File: src/rtl/mlfq_pkg.sv
// mlfq_pkg: sizes, record layout, mode and status codes of the scheduler core
// no dependencies
package mlfq_pkg;

   localparam int QUEUE_DEPTH = 16;
   localparam int NUM_LEVELS  = 3;

   localparam int IDX_W   = $clog2(QUEUE_DEPTH);
   localparam int LVL_W   = $clog2(NUM_LEVELS);
   localparam int SCAN_W  = $clog2(NUM_LEVELS + 1);
   localparam int ADDR_W  = $clog2(NUM_LEVELS * QUEUE_DEPTH);
   localparam int ID_W    = 8;
   localparam int BURST_W = 16;
   localparam int REC_W   = ID_W + BURST_W;

   localparam logic [BURST_W-1:0] THRESH_RESET = 16'd10;

   localparam logic [1:0] MODE_ADD      = 2'd0;
   localparam logic [1:0] MODE_DISPATCH = 2'd1;
   localparam logic [1:0] MODE_RESTART  = 2'd2;

   localparam logic [2:0] ST_ADDED      = 3'd0;
   localparam logic [2:0] ST_DISPATCHED = 3'd1;
   localparam logic [2:0] ST_REQ_DROP   = 3'd2;
   localparam logic [2:0] ST_ADD_FULL   = 3'd3;
   localparam logic [2:0] ST_PASS_DONE  = 3'd4;

endpackage

File: src/rtl/multilevel_feedback_queue_scheduler_core.sv
// multilevel feedback queue scheduler core: per-level linear queues in one record memory
// depends on mlfq_pkg
//
//   channel  direction  handshake          payload
//   req      in         req_valid/ready    mode, proc_id, burst_len, priority_req
//   rsp      out        rsp_valid/ready    status, out_id, out_burst, from_level, to_level
//   csr      in         csr_wr_en          burst_threshold
//
// one beat per cycle while rsp is not stalled; a beat passes the push stage and then the result register to reach rsp
// the accept stage scans levels and pops the head (memory read), the push stage then does the push
// the memory write and the next beat's pop share a cycle, with read bypass
// restart and unused modes finish in the accept cycle and give no rsp beat
// a stalled rsp holds one beat in the push stage before req_ready drops
// synchronous reset clears control state; the record memory is not cleared
module multilevel_feedback_queue_scheduler_core
   import mlfq_pkg::*;
(
   input  logic               clock,
   input  logic               reset,
   input  logic               req_valid,
   output logic               req_ready,
   input  logic [1:0]         req_mode,
   input  logic [ID_W-1:0]    req_proc_id,
   input  logic [BURST_W-1:0] req_burst_len,
   input  logic [1:0]         req_priority_req,
   output logic               rsp_valid,
   input  logic               rsp_ready,
   output logic [2:0]         rsp_status,
   output logic [ID_W-1:0]    rsp_out_id,
   output logic [BURST_W-1:0] rsp_out_burst,
   output logic [1:0]         rsp_from_level,
   output logic [1:0]         rsp_to_level,
   input  logic               csr_wr_en,
   input  logic [BURST_W-1:0] csr_wr_data
);

   logic [BURST_W-1:0] thresh_ff;

   logic [IDX_W-1:0]  head_ff [NUM_LEVELS];
   logic [IDX_W-1:0]  tail_ff [NUM_LEVELS];
   logic [NUM_LEVELS-1:0] ne_ff;
   logic [SCAN_W-1:0] scan_ff;
   logic [IDX_W-1:0]  head_in [NUM_LEVELS];
   logic [IDX_W-1:0]  tail_in [NUM_LEVELS];
   logic [NUM_LEVELS-1:0] ne_in;
   logic [SCAN_W-1:0] scan_in;

   // push stage
   logic               p_valid_ff, p_valid_in;
   logic [1:0]         p_mode_ff;
   logic [ID_W-1:0]    p_id_ff;
   logic [BURST_W-1:0] p_burst_ff;
   logic [1:0]         p_prio_ff;
   logic               p_found_ff, p_found_in;
   logic [LVL_W-1:0]   p_from_ff, p_from_in;

   // record memory
   logic [REC_W-1:0]  entry_mem [NUM_LEVELS*QUEUE_DEPTH];
   logic [REC_W-1:0]  mem_q_ff;
   logic              byp_ff;
   logic [REC_W-1:0]  byp_data_ff;
   logic              wr_en, rd_en;
   logic [ADDR_W-1:0] wr_addr, rd_addr;
   logic [REC_W-1:0]  wr_data;

   // result register
   logic               rsp_valid_ff;
   logic [2:0]         rsp_status_ff, rsp_status_in;
   logic [ID_W-1:0]    rsp_id_ff, rsp_id_in;
   logic [BURST_W-1:0] rsp_burst_ff, rsp_burst_in;
   logic [1:0]         rsp_from_ff, rsp_from_in;
   logic [1:0]         rsp_to_ff, rsp_to_in;

   logic             s2_fire, accept;
   logic [REC_W-1:0] rec;
   logic             push_en, push_ok;
   logic [LVL_W-1:0] push_lvl, to_lvl;
   logic [IDX_W-1:0] push_idx, pop_idx;

   assign s2_fire   = p_valid_ff && (!rsp_valid_ff || rsp_ready);
   assign req_ready = !p_valid_ff || s2_fire;
   assign accept    = req_valid && req_ready;
   assign rec       = byp_ff ? byp_data_ff : mem_q_ff;

   always_comb begin
      head_in = head_ff;
      tail_in = tail_ff;
      ne_in   = ne_ff;
      scan_in = scan_ff;

      // push: add record or requeue of the popped record
      if (p_from_ff == LVL_W'(NUM_LEVELS - 1)) begin
         to_lvl = '0;
      end else begin
         to_lvl = p_from_ff + LVL_W'(1);
      end
      if (rec[BURST_W-1:0] <= thresh_ff) begin
         if (p_from_ff == '0) begin
            to_lvl = LVL_W'(NUM_LEVELS - 1);
         end else begin
            to_lvl = p_from_ff - LVL_W'(1);
         end
      end
      if (p_mode_ff == MODE_ADD) begin
         push_en  = s2_fire && (int'(p_prio_ff) < NUM_LEVELS);
         push_lvl = LVL_W'(p_prio_ff);
         wr_data  = {p_id_ff, p_burst_ff};
      end else begin
         push_en  = s2_fire && p_found_ff;
         push_lvl = to_lvl;
         wr_data  = rec;
      end
      push_ok  = 1'b0;
      push_idx = '0;
      for (int l = 0; l < NUM_LEVELS; l++) begin
         if (push_en && push_lvl == LVL_W'(l)) begin
            if (ne_ff[l]) begin
               if (tail_ff[l] != IDX_W'(QUEUE_DEPTH - 1)) begin
                  push_ok    = 1'b1;
                  push_idx   = tail_ff[l] + IDX_W'(1);
                  tail_in[l] = push_idx;
               end
            end else begin
               push_ok    = 1'b1;
               head_in[l] = '0;
               tail_in[l] = '0;
               ne_in[l]   = 1'b1;
            end
         end
      end
      wr_en   = push_ok;
      wr_addr = ADDR_W'(int'(push_lvl) * QUEUE_DEPTH + int'(push_idx));

      // scan and pop on the post-push state
      p_found_in = 1'b0;
      p_from_in  = '0;
      pop_idx    = '0;
      rd_en      = 1'b0;
      if (accept && req_mode == MODE_DISPATCH) begin
         for (int l = 0; l < NUM_LEVELS; l++) begin
            if (!p_found_in && l >= int'(scan_ff) && ne_in[l]) begin
               p_found_in = 1'b1;
               p_from_in  = LVL_W'(l);
            end
         end
         scan_in = p_found_in ? SCAN_W'(p_from_in) : SCAN_W'(NUM_LEVELS);
         rd_en   = p_found_in;
         for (int l = 0; l < NUM_LEVELS; l++) begin
            if (p_found_in && p_from_in == LVL_W'(l)) begin
               pop_idx = head_in[l];
               if (head_in[l] == tail_in[l]) begin
                  ne_in[l]   = 1'b0;
                  head_in[l] = '0;
                  tail_in[l] = '0;
               end else begin
                  head_in[l] = head_in[l] + IDX_W'(1);
               end
            end
         end
      end else if (accept && req_mode == MODE_RESTART) begin
         scan_in = '0;
      end
      rd_addr = ADDR_W'(int'(p_from_in) * QUEUE_DEPTH + int'(pop_idx));

      if (accept) begin
         p_valid_in = (req_mode == MODE_ADD) || (req_mode == MODE_DISPATCH);
      end else begin
         p_valid_in = p_valid_ff && !s2_fire;
      end

      // result of the push stage
      rsp_id_in    = '0;
      rsp_burst_in = '0;
      rsp_from_in  = '0;
      rsp_to_in    = '0;
      if (p_mode_ff == MODE_ADD) begin
         rsp_status_in = push_ok ? ST_ADDED : ST_ADD_FULL;
      end else if (!p_found_ff) begin
         rsp_status_in = ST_PASS_DONE;
      end else begin
         rsp_status_in = push_ok ? ST_DISPATCHED : ST_REQ_DROP;
         rsp_id_in     = rec[REC_W-1:BURST_W];
         rsp_burst_in  = rec[BURST_W-1:0];
         rsp_from_in   = 2'(p_from_ff);
         rsp_to_in     = 2'(to_lvl);
      end
   end

   always_ff @(posedge clock) begin
      if (reset) begin
         thresh_ff    <= THRESH_RESET;
         ne_ff        <= '0;
         scan_ff      <= '0;
         p_valid_ff   <= 1'b0;
         rsp_valid_ff <= 1'b0;
         for (int l = 0; l < NUM_LEVELS; l++) begin
            head_ff[l] <= '0;
            tail_ff[l] <= '0;
         end
      end else begin
         if (csr_wr_en) begin
            thresh_ff <= csr_wr_data;
         end
         head_ff    <= head_in;
         tail_ff    <= tail_in;
         ne_ff      <= ne_in;
         scan_ff    <= scan_in;
         p_valid_ff <= p_valid_in;
         if (s2_fire) begin
            rsp_valid_ff <= 1'b1;
         end else if (rsp_ready) begin
            rsp_valid_ff <= 1'b0;
         end
      end
   end

   always_ff @(posedge clock) begin
      if (accept) begin
         p_mode_ff  <= req_mode;
         p_id_ff    <= req_proc_id;
         p_burst_ff <= req_burst_len;
         p_prio_ff  <= req_priority_req;
         p_found_ff <= p_found_in;
         p_from_ff  <= p_from_in;
      end
      if (s2_fire) begin
         rsp_status_ff <= rsp_status_in;
         rsp_id_ff     <= rsp_id_in;
         rsp_burst_ff  <= rsp_burst_in;
         rsp_from_ff   <= rsp_from_in;
         rsp_to_ff     <= rsp_to_in;
      end
   end

   // record memory, write-first bypass on a same-cycle address match
   always_ff @(posedge clock) begin
      if (wr_en) begin
         entry_mem[wr_addr] <= wr_data;
      end
      if (rd_en) begin
         mem_q_ff    <= entry_mem[rd_addr];
         byp_ff      <= wr_en && (wr_addr == rd_addr);
         byp_data_ff <= wr_data;
      end
   end

   assign rsp_valid      = rsp_valid_ff;
   assign rsp_status     = rsp_status_ff;
   assign rsp_out_id     = rsp_id_ff;
   assign rsp_out_burst  = rsp_burst_ff;
   assign rsp_from_level = rsp_from_ff;
   assign rsp_to_level   = rsp_to_ff;

`ifndef SYNTHESIS
   a_push_stage_drains: assert property (@(posedge clock) disable iff (reset)
      (p_valid_ff && !rsp_valid_ff) |=> rsp_valid_ff)
      else $error("push stage beat not delivered");

   a_scan_range: assert property (@(posedge clock) disable iff (reset)
      int'(scan_ff) <= NUM_LEVELS)
      else $error("scan pointer out of range");

   a_level_moves: assert property (@(posedge clock) disable iff (reset)
      (rsp_valid_ff && (rsp_status_ff == ST_DISPATCHED || rsp_status_ff == ST_REQ_DROP))
      |-> (rsp_from_ff != rsp_to_ff))
      else $error("requeue level equals source level");

   a_zero_fields: assert property (@(posedge clock) disable iff (reset)
      (rsp_valid_ff && rsp_status_ff != ST_DISPATCHED && rsp_status_ff != ST_REQ_DROP)
      |-> (rsp_id_ff == '0 && rsp_burst_ff == '0 && rsp_from_ff == '0 && rsp_to_ff == '0))
      else $error("non-dispatch beat carries record fields");

   a_empty_level_reset: assert property (@(posedge clock) disable iff (reset)
      (ne_ff[0] == 1'b0) |-> (head_ff[0] == '0 && tail_ff[0] == '0))
      else $error("empty level keeps stale indexes");
`endif

endmodule

File: config.mk
export PLATFORM = sky130hd
export DESIGN_NAME = multilevel_feedback_queue_scheduler_core
export DESIGN_NICKNAME = d
export VERILOG_FILES = /design/src/rtl/mlfq_pkg.sv /design/src/rtl/multilevel_feedback_queue_scheduler_core.sv
export SDC_FILE = /design/constraint.sdc
export NUM_CORES = 2
export LEC_CHECK = 0
export ABC_AREA = 0
export CAP_MARGIN = 20
export CORE_ASPECT_RATIO = 1.25
export CORE_MARGIN = 2
export CORE_UTILIZATION = 56
export DETAILED_ROUTE_END_ITERATION = 8
export DONT_BUFFER_PORTS = 1
export HOLD_SLACK_MARGIN = 0.15
export PLACE_DENSITY_LB_ADDON = 0.12
export SYNTH_ARGS = -nofsm -noshare
export SYNTH_HDL_FRONTEND = slang
export SYNTH_SLANG_ARGS = --single-unit
File: constraint.sdc
create_clock -name clock -period 12.1 [get_ports clock]
set_clock_uncertainty 0.1 [all_clocks]
set_input_delay 2.42 -clock clock [delete_from_list [all_inputs] [get_ports clock]]
set_output_delay 2.42 -clock clock [all_outputs]
set_load 0.05 [all_outputs]
After elaboration in Yosys (flattened, before gate mapping)
Memories as Yosys holds them, arrays and structs flattened. A register that Yosys moved wholly into a read port is not among the register bits.
Index checks and enable logic that the tools add are counted.
Operators by class
  magnitude comparators: 5
  add/sub/neg operators: 10
  multiplexer cells: 91
  bitwise logic cells: 1
  equal/unequal tests: 14
  reductions and logical operators: 35
Operator list (number)
  2-to-1 mux 4 bit: 40
  2-to-1 mux 24 bit: 2
  2-to-1 mux 1 bit: 32
  adder 4 x 1 -> 4 bit (second input constant): 6
  2-to-1 mux 12 bit: 2
  2-to-1 mux 2 bit: 12
  logical AND 1 bit: 19
  less-or-equal comparator 16 bit: 1
  adder 6 x 4 -> 6 bit: 2
  equality test 4 bit: 3
  != test 4 bit (second input constant): 3
  zero test 2 bit: 5
  2-to-1 mux 3 bit: 3
  equality test 2 bit (second input constant): 4
  equality test 2 x 1 -> 1 bit (second input constant): 3
  equality test 6 bit: 1
  zero test 1 bit: 5
  greater-or-equal comparator 1 x 2 -> 1 bit (first input constant): 2
  nonzero test 2 bit: 2
  logical OR 1 bit: 3
  adder 2 x 1 -> 2 bit (second input constant): 1
  greater-or-equal comparator 2 bit (first input constant): 1
  less-than comparator 2 bit (second input constant): 1
  OR reduction 2 bit: 1
  other kinds (2): 2
Word-level totals
  logic and storage cells: 181
  input port bits: 49
  output and inout port bits: 33
  register bits after elaboration: 134
  bits in writable memories: 1152
  memories kept: 1
Memory list
  entry_mem: depth 48, width 24, read ports 1, clocked after memory_dff 1, write ports 1, line multilevel_feedback_queue_scheduler_core.sv:58  | logic [REC_W-1:0] entry_mem [NUM_LEVELS*QUEUE_DEPTH];

Depth between registers and ports, before layout
  depth in word-level cells: 29
  depth in mapped cells: 25
  gate-level depth less buffers: 18

Worst setup path before layout
No wires, ideal clock.
  kind: input -> register
  from: input rsp_ready
  to: register p_found_ff (data pin)
  path buffers: 1
  data required time: 11317 ps
  data arrival time: 7122 ps
  setup slack: 4195 ps
  setup time: 683 ps
  stages on the path: 7
  path through: nor2b_1 -> nor2b_1 -> nor2b_1 -> and4_4 -> buf_6 -> a31oi_1 -> a21oi_1
Between the ends
  word-level cells in the longest chain between the ends: 20
Ends and longest elaborated chain
  start, declared: line multilevel_feedback_queue_scheduler_core.sv:27  | input logic rsp_ready,
  logical OR 1 bit (*): line multilevel_feedback_queue_scheduler_core.sv:80  | assign s2_fire = p_valid_ff && (!rsp_valid_ff || rsp_ready);
  logical AND 1 bit (*): line multilevel_feedback_queue_scheduler_core.sv:80
  via s2_fire: line multilevel_feedback_queue_scheduler_core.sv:74  | logic s2_fire, accept;
  logical AND 1 bit (on tied branches): line multilevel_feedback_queue_scheduler_core.sv:109, multilevel_feedback_queue_scheduler_core.sv:105
  2-to-1 mux 1 bit: line multilevel_feedback_queue_scheduler_core.sv:104  | if (p_mode_ff == MODE_ADD) begin
  logical AND 1 bit: line multilevel_feedback_queue_scheduler_core.sv:116  | if (push_en && push_lvl == LVL_W'(l)) begin
  2-to-1 mux 1 bit: line multilevel_feedback_queue_scheduler_core.sv:116
  logical AND 1 bit: line multilevel_feedback_queue_scheduler_core.sv:141  | if (!p_found_in && l >= int'(scan_ff) && ne_in[l]) begin
  (+3 left out)
  logical AND 1 bit (2 in series): line multilevel_feedback_queue_scheduler_core.sv:141
  2-to-1 mux 1 bit: line multilevel_feedback_queue_scheduler_core.sv:141
  2-to-1 mux 1 bit: line multilevel_feedback_queue_scheduler_core.sv:139  | if (accept && req_mode == MODE_DISPATCH) begin
  zero test 1 bit: line multilevel_feedback_queue_scheduler_core.sv:141
  logical AND 1 bit (2 in series): line multilevel_feedback_queue_scheduler_core.sv:141
  2-to-1 mux 1 bit: line multilevel_feedback_queue_scheduler_core.sv:141
  2-to-1 mux 1 bit: line multilevel_feedback_queue_scheduler_core.sv:139
  2-to-1 mux 1 bit (*)
  end signal, assigned: line multilevel_feedback_queue_scheduler_core.sv:223  | p_found_ff <= p_found_in;
  end, declared: line multilevel_feedback_queue_scheduler_core.sv:54  | logic p_found_ff, p_found_in;
The timed path passes the listed nets; every way through them passes the cells marked *. The select of a mux whose other input is x is not followed.
A chain may end at the register's enable or synchronous reset.

Final worst setup path
  from: register byp_ff
  to: register mem_q_ff[6] (read register of entry_mem) (data pin)
Between the ends
  word-level cells in the longest chain between the ends: 27
Ends and longest elaborated chain
  start, declared: line multilevel_feedback_queue_scheduler_core.sv:60  | logic byp_ff;
  start signal, assigned: line multilevel_feedback_queue_scheduler_core.sv:242  | byp_ff <= wr_en && (wr_addr == rd_addr);
  2-to-1 mux 24 bit (*): line multilevel_feedback_queue_scheduler_core.sv:83  | assign rec = byp_ff ? byp_data_ff : mem_q_ff;
  via rec[7]: line multilevel_feedback_queue_scheduler_core.sv:75  | logic [REC_W-1:0] rec;
  less-or-equal comparator 16 bit (*): line multilevel_feedback_queue_scheduler_core.sv:97  | if (rec[BURST_W-1:0] <= thresh_ff) begin
  2-to-1 mux 2 bit (*): line multilevel_feedback_queue_scheduler_core.sv:97
  2-to-1 mux 2 bit (*): line multilevel_feedback_queue_scheduler_core.sv:104
  zero test 2 bit: line multilevel_feedback_queue_scheduler_core.sv:116
  logical AND 1 bit: line multilevel_feedback_queue_scheduler_core.sv:116
  2-to-1 mux 1 bit: line multilevel_feedback_queue_scheduler_core.sv:116
  (+9 left out)
  logical AND 1 bit (2 in series): line multilevel_feedback_queue_scheduler_core.sv:141
  2-to-1 mux 2 bit: line multilevel_feedback_queue_scheduler_core.sv:141
  2-to-1 mux 2 bit: line multilevel_feedback_queue_scheduler_core.sv:139
  zero test 2 bit: line multilevel_feedback_queue_scheduler_core.sv:149  | if (p_found_in && p_from_in == LVL_W'(l)) begin
  logical AND 1 bit: line multilevel_feedback_queue_scheduler_core.sv:149
  2-to-1 mux 4 bit (3 in series): line multilevel_feedback_queue_scheduler_core.sv:149
  2-to-1 mux 4 bit: line multilevel_feedback_queue_scheduler_core.sv:139
  adder 6 x 4 -> 6 bit: line multilevel_feedback_queue_scheduler_core.sv:163  | rd_addr = ADDR_W'(int'(p_from_in) * QUEUE_DEPTH + int'(pop_idx));
  end, declared: line multilevel_feedback_queue_scheduler_core.sv:59  | logic [REC_W-1:0] mem_q_ff;
Marks and branches as above.

==> results_dict.tcl <==
set metrics [dict create \
    run_status "complete, no violations" \
    period_share 0.708 \
    r2r_start "byp_ff" \
    drv_cap 0 \
    p_leak_uw 0.0196 \
    syn-num-nets 3837 \
    rsz0062_at_grt "no" \
    hold_buffers 0 \
    tns_ns 0 \
    fmax_ghz 0.117 \
    cts_buffers 120 \
    path_clk_slew_ns 0.06 \
    drt-total-wl_um 146000 \
    place.gp.congestion 0.913 \
    grt_pass1_vias 31900 \
    synth_flop_cell "edfxtp_1" \
    slew_headroom 0.174 \
    path_max_fanout 133 \
    drc 0 \
    die_h_um 346 \
    num_vias 32500 \
    synth_top_area_frac 0.724 \
    core_um2 92900 \
    ys_ff_latch 1310 \
    synthDistinctLibCells 74 \
    synth_edf_count 1263 \
    rr_worst_depth 21 \
    final_core_utilization 0.627 \
    clkSinkCount 1310 \
    initial_core_util 0.564 \
    antenna_found_initial 5 \
    pin_count 82 \
    finalCriticalPeriod_ns 8.57 \
    cp_slowest_cell "nor4_1" \
    hpwl_um 82900 \
    crit_top_cell "buf_4" \
    clock_path_buffers 3 \
    setup_viol 0 \
    finalNetCount 3862 \
    rr_endpoint "mem_q_ff[6]" \
    cts-root-buf "clkbuf_16" \
    cp.arrival_ns 9.01 \
    min_path_type "flip-flop to flip-flop" \
    min-delay-start "thresh_ff[10]" \
    htreeDepth 3 \
    powerDensity_nw_per_um2 153 \
    cts_post_setup_buffers_inserted 0 \
    post_cts_resize_count 0 \
    ys_warn_count 0 \
    ant_nets 0 \
    ff2ff_setup_slack_ns 3.53 \
    drtIter0Drc 4214 \
    wl_per_cell_um 28.7 \
    rows 125 \
    async_flop_share 0 \
    dieArea_um2 96000 \
    timing.critical_path.slowest_cell_delay_ns 1.07 \
    hold_viol 0 \
    multi_input_area_um2 12800 \
    syn-mean-instance-area_um2 13.9 \
    netlist_top_cells_count "1,263 x edfxtp_1, 895 x nand2_1, 312 x nand3_1, 173 x nor2_1, 148 x mux2i_1" \
    synth_area_leaders "edfxtp_1 72%, nand2_1 6.4%, nand3_1 3.0%" \
    worst_pin_slew_ns 1.23 \
    path_class "flip-flop to flip-flop" \
    path_cells "buf_4 -> mux2i_1 -> buf_4 -> inv_1 -> ha_1 -> and3_1 -> a221oi_1 -> nor2_1 -> nor3_2 -> o31a_1 -> and2_1 -> a21oi_1 -> o21ai_1 -> and2_4 -> buf_12 -> nor2_2 -> buf_4 -> a32oi_1 -> a21oi_1 -> nor4_1 -> o21a_1" \
    slew_violations 0 \
    clk_latency_ns 0.72 \
    cp_top_family "simple AND/OR/NAND/NOR gates" \
    regArea_um2 38900 \
    required_ns 12.54 \
    grt_use_total 0.303 \
    io_buffers 0 \
    startpoint_type "flip-flop" \
    worstHoldPathCells 2 \
    n_fill_cell 6771 \
    area_growth_pct 11.2 \
    crit_buf_inv 5 \
    drive_gt1_frac 0.110 \
    drt_first_pass_iters 6 \
    end_kind "flip-flop" \
    hold_end "thresh_ff[10]" \
    syn_inst 3762 \
    die_x_um 278 \
    cts_tree "done" \
    yosysMostFrequentCell "edfxtp_1" \
    avgViaCountPerCell 6.39 \
    grt_start_max_net_pins 173 \
    overflow 0 \
    yosysTopAreaCell "edfxtp_1" \
    vdd_drop_max_mv 0.120 \
    grt_pass1_wl_um 213000 \
    seq_area_frac_synth 0.742 \
    synth_area_um2 52400 \
]
[worst max path at each step]
stage	from	end	slack, ns	cells past startpoint
3_3_place_gp	rsp_ready	mem_q_ff[8]	3.24	13
2_1_floorplan	rsp_ready	p_found_ff	4.19	7
6_report	byp_ff	mem_q_ff[6]	3.53	21
5_1_grt	byp_ff	mem_q_ff[6]	3.26	21
4_1_cts	byp_ff	mem_q_ff[6]	3.74	21
3_5_place_dp	rsp_ready	mem_q_ff[0]	3.22	13
[power by group]
part           total [uW]  internal, uW  switching (uW)  leakage [uW]
logic                 153          33.4             120       0.00596
registers            5000          4980            19.2        0.0117
clock network        3740          2090            1650       0.00188
[final cells by class]
class	instances	share of cell area
well taps	1206	0.0259
multi-input cells	2195	0.220
repair buffers	116	0.0177
clock inverters	78	0.0120
flip-flops and latches	1310	0.667
diodes	1	0.0000430
inverters	44	0.00286
clock buffers	147	0.0544
[cells in the final DEF (no fill, tap or decap), types with 21 or more instances in the layout]
master | Yosys | layout
a21oi_1 | 117 | 92
edfxtp_1 | 1263 | 1263
inv_1 | 42 | 42
clkinv_2 | 1 | 25
ha_1 | 26 | 26
clkbuf_1 | 102 | 24
buf_4 | 14 | 100
mux2i_1 | 148 | 148
clkinv_1 | 0 | 31
dfxtp_1 | 47 | 47
a21oi_4 | 1 | 26
nor2_1 | 173 | 121
clkbuf_16 | 0 | 123
a31oi_1 | 105 | 105
mux4_2 | 32 | 32
nand2_1 | 895 | 894
nand3_1 | 312 | 311
nor2_2 | 4 | 48
a32oi_1 | 91 | 91
xnor2_1 | 21 | 21
nand4_1 | 28 | 28
[flip-flops by register name (all words and copies together) (netlist names)]
signal	count
mem_q_ff	24
tail_ff	12
rsp_to_level	2
p_prio_ff	2
rsp_out_id	8
byp_ff	1
p_valid_ff	1
entry_mem	1152
byp_data_ff	24
p_burst_ff	16
rsp_from_level	2
p_found_ff	1
p_id_ff	8
rsp_out_burst	16
rsp_valid	1
head_ff	12
scan_ff	2
rsp_status	3
thresh_ff	16
ne_ff	3
p_from_ff	2
p_mode_ff	2
[kinds of logic after synthesis]
| group | after synthesis | share of synthesized area |
|---|---|---|
| simple gates | 1522 | 0.124 |
| mux | 182 | 0.0425 |
| fa+ha+maj | 26 | 0.00621 |
| xor+xnor | 30 | 0.00502 |
| buf+inv | 257 | 0.0231 |
| flops | 1310 | 0.742 |
| compound gates | 435 | 0.0570 |
[layer usage]
metal / vias to the layer above / track usage / wire length [um]
li1: 14100 / - / -
met1: 16400 / 0.412 / 56800
met2: 1704 / 0.502 / 70900
met3: 302 / 0.0472 / 13000
met4: 6 / 0.108 / 5290
met5: - / 0 / 40
[worst reg2reg max path, cell delays in order (launching register included)]
cell	delay, ns
edfxtp_1	0.79
buf_4	0.43
mux2i_1	0.41
buf_4	0.22
inv_1	0.05
ha_1	0.28
and3_1	0.20
a221oi_1	0.45
nor2_1	0.11
nor3_2	0.37
o31a_1	0.30
and2_1	0.42
a21oi_1	0.12
o21ai_1	0.30
and2_4	0.67
buf_12	0.57
nor2_2	0.57
buf_4	0.36
a32oi_1	0.23
a21oi_1	0.10
nor4_1	1.07
o21a_1	0.29
[stage by stage]
step / std cells / hold WS, ns / total power (uW) / instance area (um2) / worst slack (ns)
6_report: 5097 / 0.396 / 8900 / 58300 / 3.53
5_1_grt: 5096 / 0.435 / 9120 / 58200 / 3.26
4_1_cts: 5087 / 0.401 / 8920 / 58100 / 3.74
3_5_place_dp: 4862 / 0.387 / 5250 / 54200 / 3.22
3_3_place_gp: 4859 / 0.374 / 5240 / 54200 / 3.24
2_1_floorplan: 3762 / 0.355 / 5180 / 52400 / 4.19
Note: power is estimated with default switching activity, not from simulation.
